==> config.mk <==
export PLATFORM = sky130hd
export DESIGN_NAME = tsdf_weighted_merge_core
export DESIGN_NICKNAME = d
export VERILOG_FILES = /design/src/sv/twm_pkg.sv /design/src/sv/twm_front.sv /design/src/sv/twm_div_cell.sv /design/src/sv/tsdf_weighted_merge_core.sv
export SDC_FILE = /design/constraint.sdc
export NUM_CORES = 2
export LEC_CHECK = 0
export BUFFER_PORTS_ARGS = -buffer_cell sky130_fd_sc_hd__buf_2
export CAP_MARGIN = 20
export CORE_MARGIN = 3
export CORE_UTILIZATION = 35
export CTS_CLUSTER_DIAMETER = 100
export CTS_CLUSTER_SIZE = 20
export DETAILED_ROUTE_END_ITERATION = 12
export PLACE_DENSITY_LB_ADDON = 0.1
export SYNTH_ARGS = -nofsm -noshare
export SYNTH_HDL_FRONTEND = slang
export SYNTH_SLANG_ARGS = --single-unit
==> constraint.sdc <==
create_clock -name i_clk -period 12.8 [get_ports i_clk]
set_input_delay 1.28 -clock i_clk [delete_from_list [all_inputs] [get_ports i_clk]]
set_output_delay 1.28 -clock i_clk [all_outputs]
set_load 0.05 [all_outputs]
==> src/sv/twm_pkg.sv <==
// ----------------------------------------------------------------------------
// twm_pkg
// shared types and constants of the weighted tsdf merge core
// ----------------------------------------------------------------------------
package twm_pkg;

    localparam int CFG_WIDTH         = 15;
    localparam int DEF_VALUE_WIDTH   = 16;
    localparam int DEF_WEIGHT_WIDTH  = 16;
    localparam logic [CFG_WIDTH-1:0] WEIGHT_CAP_RST = 15'h7fff;

    // control bits that travel along the pipeline
    typedef struct packed {
        logic valid;
        logic merge;
        logic neg;
        logic last;
    } t_ctrl;

endpackage

==> src/sv/twm_front.sv <==
// ----------------------------------------------------------------------------
// twm_front
// products, weight sum, case decode, numerator sum and magnitude
// ----------------------------------------------------------------------------
module twm_front
    import twm_pkg::*;
#(
    parameter int VALUE_WIDTH  = DEF_VALUE_WIDTH,
    parameter int WEIGHT_WIDTH = DEF_WEIGHT_WIDTH
) (
    input  logic                           i_clk,
    input  logic                           i_rst_n,
    input  logic                           i_take,
    input  logic [CFG_WIDTH-1:0]           i_weight_cap,
    input  logic signed [VALUE_WIDTH-1:0]  i_map_value,
    input  logic signed [WEIGHT_WIDTH-1:0] i_map_weight,
    input  logic signed [VALUE_WIDTH-1:0]  i_new_value,
    input  logic signed [WEIGHT_WIDTH-1:0] i_meas_weight,
    input  logic                           i_last_entry,
    output t_ctrl                          o_ctrl,
    output logic [WEIGHT_WIDTH-1:0]        o_rem,
    output logic [VALUE_WIDTH-1:0]         o_shf,
    output logic [WEIGHT_WIDTH-1:0]        o_div,
    output logic [VALUE_WIDTH-1:0]         o_alt,
    output logic [WEIGHT_WIDTH-1:0]        o_wgt
);

    localparam int PW    = VALUE_WIDTH + WEIGHT_WIDTH;
    localparam int CMP_W = (WEIGHT_WIDTH > CFG_WIDTH) ? WEIGHT_WIDTH : CFG_WIDTH;

    // stage 1 next values
    logic                    n_map_pos;
    logic                    n_new_pos;
    logic                    n_merge;
    logic                    n_replace;
    logic [WEIGHT_WIDTH-1:0] n_total;
    logic [CMP_W-1:0]        n_total_x;
    logic [CMP_W-1:0]        n_cap_x;
    logic [CMP_W-1:0]        n_sat_x;
    logic [WEIGHT_WIDTH-1:0] n_wgt;
    logic [VALUE_WIDTH-1:0]  n_alt;

    t_ctrl                   r1_ctrl;
    logic signed [PW-1:0]    r1_p_map;
    logic signed [PW-1:0]    r1_p_new;
    logic [WEIGHT_WIDTH-1:0] r1_div;
    logic [VALUE_WIDTH-1:0]  r1_alt;
    logic [WEIGHT_WIDTH-1:0] r1_wgt;

    logic [PW:0]             n_num;
    t_ctrl                   r2_ctrl;
    logic [PW:0]             r2_num;
    logic [WEIGHT_WIDTH-1:0] r2_div;
    logic [VALUE_WIDTH-1:0]  r2_alt;
    logic [WEIGHT_WIDTH-1:0] r2_wgt;

    logic [PW:0]             n_neg_num;
    logic [PW-1:0]           n_mag;
    t_ctrl                   r3_ctrl;
    logic [PW-1:0]           r3_mag;
    logic [WEIGHT_WIDTH-1:0] r3_div;
    logic [VALUE_WIDTH-1:0]  r3_alt;
    logic [WEIGHT_WIDTH-1:0] r3_wgt;

    // case decode and saturated weight sum
    always_comb begin
        n_map_pos = !i_map_weight[WEIGHT_WIDTH-1] && (i_map_weight != '0);
        n_new_pos = !i_meas_weight[WEIGHT_WIDTH-1] && (i_meas_weight != '0);
        n_merge   = n_map_pos && n_new_pos;
        n_replace = (i_meas_weight != '0) && !n_map_pos;
        // both positive: the sum fits the unsigned weight width
        n_total   = i_map_weight + i_meas_weight;
        n_total_x = CMP_W'(n_total);
        n_cap_x   = CMP_W'(i_weight_cap);
        n_sat_x   = (n_total_x > n_cap_x) ? n_cap_x : n_total_x;
        if (n_merge) begin
            n_wgt = WEIGHT_WIDTH'(n_sat_x);
        end else if (n_replace) begin
            n_wgt = i_meas_weight;
        end else begin
            n_wgt = i_map_weight;
        end
        n_alt = n_replace ? i_new_value : i_map_value;
    end

    always_ff @(posedge i_clk) begin
        if (!i_rst_n) begin
            r1_ctrl <= '0;
        end else begin
            r1_ctrl <= {i_take, n_merge, 1'b0, i_last_entry};
        end
        r1_p_map <= i_map_value * i_map_weight;
        r1_p_new <= i_new_value * i_meas_weight;
        r1_div   <= n_total;
        r1_alt   <= n_alt;
        r1_wgt   <= n_wgt;
    end

    // numerator sum, full width
    assign n_num = {r1_p_map[PW-1], r1_p_map} + {r1_p_new[PW-1], r1_p_new};

    always_ff @(posedge i_clk) begin
        if (!i_rst_n) begin
            r2_ctrl <= '0;
        end else begin
            r2_ctrl <= r1_ctrl;
        end
        r2_num <= n_num;
        r2_div <= r1_div;
        r2_alt <= r1_alt;
        r2_wgt <= r1_wgt;
    end

    // magnitude of the numerator, sign kept for the quotient
    assign n_neg_num = (~r2_num) + (PW+1)'(1);
    assign n_mag     = r2_num[PW] ? n_neg_num[PW-1:0] : r2_num[PW-1:0];

    always_ff @(posedge i_clk) begin
        if (!i_rst_n) begin
            r3_ctrl <= '0;
        end else begin
            r3_ctrl <= {r2_ctrl.valid, r2_ctrl.merge, r2_num[PW], r2_ctrl.last};
        end
        r3_mag <= n_mag;
        r3_div <= r2_div;
        r3_alt <= r2_alt;
        r3_wgt <= r2_wgt;
    end

    assign o_ctrl = r3_ctrl;
    assign o_rem  = r3_mag[PW-1:VALUE_WIDTH];
    assign o_shf  = r3_mag[VALUE_WIDTH-1:0];
    assign o_div  = r3_div;
    assign o_alt  = r3_alt;
    assign o_wgt  = r3_wgt;

endmodule

==> src/sv/twm_div_cell.sv <==
// ----------------------------------------------------------------------------
// twm_div_cell
// one restoring division step: one quotient bit per cell
// ----------------------------------------------------------------------------
module twm_div_cell
    import twm_pkg::*;
#(
    parameter int VALUE_WIDTH  = DEF_VALUE_WIDTH,
    parameter int WEIGHT_WIDTH = DEF_WEIGHT_WIDTH
) (
    input  logic                    i_clk,
    input  logic                    i_rst_n,
    input  t_ctrl                   i_ctrl,
    input  logic [WEIGHT_WIDTH-1:0] i_rem,
    input  logic [VALUE_WIDTH-1:0]  i_shf,
    input  logic [WEIGHT_WIDTH-1:0] i_div,
    input  logic [VALUE_WIDTH-1:0]  i_alt,
    input  logic [WEIGHT_WIDTH-1:0] i_wgt,
    output t_ctrl                   o_ctrl,
    output logic [WEIGHT_WIDTH-1:0] o_rem,
    output logic [VALUE_WIDTH-1:0]  o_shf,
    output logic [WEIGHT_WIDTH-1:0] o_div,
    output logic [VALUE_WIDTH-1:0]  o_alt,
    output logic [WEIGHT_WIDTH-1:0] o_wgt
);

    logic [WEIGHT_WIDTH:0]   n_cand;
    logic [WEIGHT_WIDTH:0]   n_diff;
    logic                    n_ge;
    logic [WEIGHT_WIDTH-1:0] n_rem;

    t_ctrl                   r_ctrl;
    logic [WEIGHT_WIDTH-1:0] r_rem;
    logic [VALUE_WIDTH-1:0]  r_shf;
    logic [WEIGHT_WIDTH-1:0] r_div;
    logic [VALUE_WIDTH-1:0]  r_alt;
    logic [WEIGHT_WIDTH-1:0] r_wgt;

    // remainder stays below the divisor, so it fits the weight width
    always_comb begin
        n_cand = {i_rem, i_shf[VALUE_WIDTH-1]};
        n_diff = n_cand - {1'b0, i_div};
        n_ge   = (n_cand >= {1'b0, i_div});
        n_rem  = n_ge ? n_diff[WEIGHT_WIDTH-1:0] : n_cand[WEIGHT_WIDTH-1:0];
    end

    always_ff @(posedge i_clk) begin
        if (!i_rst_n) begin
            r_ctrl <= '0;
        end else begin
            r_ctrl <= i_ctrl;
        end
        r_rem <= n_rem;
        r_shf <= {i_shf[VALUE_WIDTH-2:0], n_ge};
        r_div <= i_div;
        r_alt <= i_alt;
        r_wgt <= i_wgt;
    end

    assign o_ctrl = r_ctrl;
    assign o_rem  = r_rem;
    assign o_shf  = r_shf;
    assign o_div  = r_div;
    assign o_alt  = r_alt;
    assign o_wgt  = r_wgt;

endmodule

==> src/sv/tsdf_weighted_merge_core.sv <==
// ----------------------------------------------------------------------------
// tsdf_weighted_merge_core
// weighted-average fusion of a stored tsdf voxel entry with a new measurement
// ----------------------------------------------------------------------------
// One voxel transaction is taken in every clock cycle: busy is always low and
// start may be held high for a whole stream. Each transaction gives exactly one
// result, shown for one cycle with o_valid high. The receiver cannot stall the
// core and must take every result in the cycle it is shown. The divider is a
// row of VALUE_WIDTH cells, each making one quotient bit of the weighted average
// and handing its remainder to the next, behind three front stages (products,
// numerator sum, magnitude) and one output register.
// The weight cap is written through i_cfg_we / i_cfg_wdata, takes effect on the
// next accepted transaction and should only be changed with the pipe empty.
// ----------------------------------------------------------------------------
module tsdf_weighted_merge_core
    import twm_pkg::*;
#(
    parameter int VALUE_WIDTH  = DEF_VALUE_WIDTH,
    parameter int WEIGHT_WIDTH = DEF_WEIGHT_WIDTH
) (
    input  logic                           i_clk,
    input  logic                           i_rst_n,
    // configuration
    input  logic                           i_cfg_we,
    input  logic [CFG_WIDTH-1:0]           i_cfg_wdata,
    // voxel transaction in
    input  logic                           start,
    output logic                           busy,
    input  logic signed [VALUE_WIDTH-1:0]  i_map_value,
    input  logic signed [WEIGHT_WIDTH-1:0] i_map_weight,
    input  logic signed [VALUE_WIDTH-1:0]  i_new_value,
    input  logic signed [WEIGHT_WIDTH-1:0] i_meas_weight,
    input  logic                           i_last_entry,
    // merged result out
    output logic                           o_valid,
    output logic signed [VALUE_WIDTH-1:0]  o_merged_value,
    output logic signed [WEIGHT_WIDTH-1:0] o_merged_weight,
    output logic                           o_last_out
);

    // saturation limit register
    logic [CFG_WIDTH-1:0] r_weight_cap;

    always_ff @(posedge i_clk) begin
        if (!i_rst_n) begin
            r_weight_cap <= WEIGHT_CAP_RST;
        end else if (i_cfg_we) begin
            r_weight_cap <= i_cfg_wdata;
        end
    end

    // fully pipelined, never holds the source off
    assign busy = 1'b0;

    // cell chain taps: index 0 is the front end, index VALUE_WIDTH the last cell
    t_ctrl                   c_ctrl [0:VALUE_WIDTH];
    logic [WEIGHT_WIDTH-1:0] c_rem  [0:VALUE_WIDTH];
    logic [VALUE_WIDTH-1:0]  c_shf  [0:VALUE_WIDTH];
    logic [WEIGHT_WIDTH-1:0] c_div  [0:VALUE_WIDTH];
    logic [VALUE_WIDTH-1:0]  c_alt  [0:VALUE_WIDTH];
    logic [WEIGHT_WIDTH-1:0] c_wgt  [0:VALUE_WIDTH];

    twm_front #(
        .VALUE_WIDTH  (VALUE_WIDTH),
        .WEIGHT_WIDTH (WEIGHT_WIDTH)
    ) u_front (
        .i_clk         (i_clk),
        .i_rst_n       (i_rst_n),
        .i_take        (start && !busy),
        .i_weight_cap  (r_weight_cap),
        .i_map_value   (i_map_value),
        .i_map_weight  (i_map_weight),
        .i_new_value   (i_new_value),
        .i_meas_weight (i_meas_weight),
        .i_last_entry  (i_last_entry),
        .o_ctrl        (c_ctrl[0]),
        .o_rem         (c_rem[0]),
        .o_shf         (c_shf[0]),
        .o_div         (c_div[0]),
        .o_alt         (c_alt[0]),
        .o_wgt         (c_wgt[0])
    );

    // quotient bits come out msb first; after the last cell the shift
    // register holds the magnitude of the truncated average
    for (genvar g = 0; g < VALUE_WIDTH; g++) begin : g_cell
        twm_div_cell #(
            .VALUE_WIDTH  (VALUE_WIDTH),
            .WEIGHT_WIDTH (WEIGHT_WIDTH)
        ) u_cell (
            .i_clk   (i_clk),
            .i_rst_n (i_rst_n),
            .i_ctrl  (c_ctrl[g]),
            .i_rem   (c_rem[g]),
            .i_shf   (c_shf[g]),
            .i_div   (c_div[g]),
            .i_alt   (c_alt[g]),
            .i_wgt   (c_wgt[g]),
            .o_ctrl  (c_ctrl[g+1]),
            .o_rem   (c_rem[g+1]),
            .o_shf   (c_shf[g+1]),
            .o_div   (c_div[g+1]),
            .o_alt   (c_alt[g+1]),
            .o_wgt   (c_wgt[g+1])
        );
    end

    // sign fix-up and case select
    t_ctrl                  w_end;
    logic [VALUE_WIDTH-1:0] n_quot;
    logic [VALUE_WIDTH-1:0] n_value;

    assign w_end = c_ctrl[VALUE_WIDTH];

    always_comb begin
        // truncation toward zero: negate the magnitude quotient
        n_quot  = w_end.neg ? (~c_shf[VALUE_WIDTH] + VALUE_WIDTH'(1))
                            : c_shf[VALUE_WIDTH];
        n_value = w_end.merge ? n_quot : c_alt[VALUE_WIDTH];
    end

    logic                    r_valid;
    logic [VALUE_WIDTH-1:0]  r_value;
    logic [WEIGHT_WIDTH-1:0] r_weight;
    logic                    r_last;

    always_ff @(posedge i_clk) begin
        if (!i_rst_n) begin
            r_valid <= 1'b0;
        end else begin
            r_valid <= w_end.valid;
        end
        r_value  <= n_value;
        r_weight <= c_wgt[VALUE_WIDTH];
        r_last   <= w_end.last;
    end

    assign o_valid         = r_valid;
    assign o_merged_value  = r_value;
    assign o_merged_weight = r_weight;
    assign o_last_out      = r_last;

endmodule

==> results.py <==
metrics = {
    "logic_synthesis": {
        "synth-async-reset-ratio_pct": 0,
        "synth_edf_count": 0,
        "synth_cells": 6752,
        "syn_area_um2": 73200,
        "ys_ff_latch": 1644,
        "yosysTopAreaCell": "dfxtp_1",
        "yosys.cell_types.count": 87,
        "syn_area_per_cell_um2": 10.8,
        "synth_area_leaders": "dfxtp_1 45%, fa_1 15%, ha_1 8.3%",
        "yosys.area.top_type_share_pct": 45.0,
        "syn_nets": 7861,
        "ys_seq_area_share_pct": 45.0,
        "ys.flop_type": "dfxtp_1",
        "synth_warnings": 0,
        "synth_commonest_cells": "1644 x dfxtp_1, 970 x inv_1, 541 x fa_1",
        "synth_most_common_cell": "dfxtp_1",
    },
    "floorplan": {
        "num_rows": 167,
        "die_y_um": 463,
        "die_w_um": 463,
        "dieArea_um2": 215000,
        "initial_core_util_pct": 35.3,
        "core_area_um2": 207000,
        "io_pins": 119,
    },
    "cts": {
        "ctsHoldBuffers": 0,
        "tritoncts": "done",
        "cts-root-buf": "clkbuf_16",
        "clkLatencyLatePin_ns": 0.76,
        "htree_num_levels": 3,
        "cts_resized": 0,
        "cts_buffer_depth": 3,
        "post_cts_buffers": 0,
        "clkSinkCount": 1644,
        "numCtsBuffers": 98,
        "clk_pin_slew_ns": 0.08,
    },
    "setup_path": {
        "critPathLaunch": "i_map_weight[15]",
        "critPathKind": "in2reg",
        "cp_cell_sequence": "buf_2 -> inv_1 -> nor2_1 -> fa_1 -> fa_1 -> fa_1 -> fa_1 -> fa_1 -> inv_1 -> fa_1 -> inv_1 -> ha_1 -> nand3_1 -> nor4_1 -> nand2_1 -> o211ai_1 -> a2111oi_0 -> o21bai_1 -> a21o_1 -> xor2_1",
        "path_max_fanout": 14,
        "cp_top_family": "adder cells",
        "crit_buf_inv": 4,
        "cp-start-kind": "input pin",
        "path_common_cell": "fa_1",
        "slowest_stage": "o211ai_1",
        "crit_path_end_kind": "flip-flop",
        "rr_startpoint": "g_cell[2].u_cell.o_div[1]",
        "cp.arrival_ns": 7.94,
        "slowest_delay_ns": 0.61,
        "worstPathRequired_ns": 13.45,
    },
    "worst_hold_path": {
        "worst_hold_path_type": "reg2reg",
        "hp-start": "g_cell[0].u_cell.o_shf[9]",
    },
    "layout": {
        "areaGrowthSynthToFinish_pct": 8.89,
        "final_nets": 7939,
        "fin_cells": 9649,
        "drive_above_1_share_pct": 7.34,
    },
    "placed_design": {
        "dpl.cell_count": 9517,
        "place_congestion": 0.845,
        "dp_hpwl_um": 132000,
        "port_buffers": 117,
    },
    "route": {
        "wl_per_cell_um": 17.5,
        "firstDrtPassIters": 6,
        "vias": 44885,
        "via_per_inst": 4.65,
        "ant_nets": 0,
        "drt_iter0_markers": 2390,
        "drt-total-wl_um": 169000,
        "drcViolationCount": 0,
    },
    "sta": {
        "fin_crit_sh_pct": 56.9,
        "fmax_mhz": 137,
        "worst_pin_slew_ns": 0.989,
        "period_needed_ns": 7.29,
        "hold_viol": 0,
        "clock_skew_ns": 0.0627,
        "setup_viol": 0,
        "drv_slew": 0,
        "rsz0062_at_grt": "false",
        "maxSlewHeadroom_pct": 33.9,
        "setup_tns_ns": 0,
    },
    "grt": {
        "grt_pass1_wl_um": 264000,
        "overflow": 0,
        "track_usage_pct": 15.6,
        "first_global_vias": 46051,
        "grt_max_degree": 57,
        "antenna_found_initial": 15,
    },
    "flow_run": {
        "maxCapViolCount": 0,
    },
    "run_status": {
        "status": "finished clean",
    },
}
worst paths after layout:
kind	to	slack (ns)	cells past startpoint
setup / recovery	u_front.r1_p_map[25]	5.51	20
setup reg to reg	g_cell[3].u_cell.o_rem[10]	9.21	11
hold / removal	g_cell[1].u_cell.o_shf[10]	0.28	0
hold reg to reg	g_cell[1].u_cell.o_shf[10]	0.28	0
worst register-to-register path: cells and delay by family (launching register included):
family | cells | cell delay (ns)
DFF | 1 | 0.39
buffers and inverters | 2 | 0.29
muxes | 1 | 0.35
adders and majority gates | 1 | 0.33
AOI/OAI and AO/OA | 6 | 1.95
and+or+nand+nor | 1 | 0.16
through the flow:
step	util [%]	worst slack, ns	hold slack (ns)	area, um2
after floorplan	-	5.62	0.310	73200
after global placement	37.0	4.87	0.310	76800
after detailed placement	37.0	4.73	0.312	76800
after CTS	38.4	5.56	0.274	79700
after global routing	38.4	5.06	0.279	79700
final	38.4	5.51	0.283	79700
final cells by class:
cell class,count,area [um2]
antenna,6,15.0
clock buffer,107,2550
clock inverter,18,343
fill,20399,128000
inverter,970,3640
multi-input combinational,3979,36000
sequential,1644,32900
tap,2788,3490
timing repair buffer,137,763
layer usage:
layer	vias to the layer above	track usage, %	wire, um	share of wire, %
li1	22091	-	-	-
met1	21904	19.7	73000	43
met2	701	28.0	85300	51
met3	187	1.84	5740	3.4
met4	2	4.52	4620	2.7
met5	-	0	13	0.0077
cells in the final DEF, fill, tap and decap left out, types with 13 or more instances in the layout:
master and n:
inv_1 970, nand3b_1 19, and2_1 343, xnor2_1 240, or3_1 30, clkbuf_16 99, a21boi_0 14, o31ai_1 22
a211oi_1 18, a2111oi_0 13, and3_1 13, o31a_1 17, nor2b_1 68, buf_4 18, nor2_1 267, dfxtp_1 1644
a311o_1 19, buf_2 117, nand4_1 65, xor2_1 52, a21oi_1 235, o21ai_0 159, mux2_2 201, mux2i_1 35
nand3_1 52, nor4_1 28, fa_1 541, o21a_1 68, nand2_1 419, o311ai_0 13, a31oi_1 27, o21bai_1 20
nand2b_1 42, a21o_1 73, o41ai_1 20, o211ai_1 70, ha_1 484, nor3_1 99, a211o_1 15
registers in the layout, summed over array words and instances, names as in the netlist, 32 cells and up:
register              flops
g_cell.u_cell.o_alt     256
g_cell.u_cell.o_rem     240
g_cell.u_cell.o_ctrl     64
u_front.r1_p_map         32
g_cell.u_cell.o_div     240
u_front.r3_mag           32
u_front.r2_num           33
g_cell.u_cell.o_wgt     256
u_front.r1_p_new         32
g_cell.u_cell.o_shf     256
kinds of logic (layout without fill, tap and decap cells):
logic type      Yosys count  in the layout  share of synthesized area [%]
mux                     245            245                           3.76
other cells               1              7                        0.00512
xor+xnor                293            293                           3.52
flops                  1644           1644                           45.0
buf+inv                1129           1232                           5.89
compound gates          907            907                           8.33
simple gates           1508           1508                           10.5
fa+ha+maj              1025           1025                           23.1
Power is left out: the tool's default activity adds up to more than one toggle a clock period on the data nets, which glitch-free logic cannot reach.
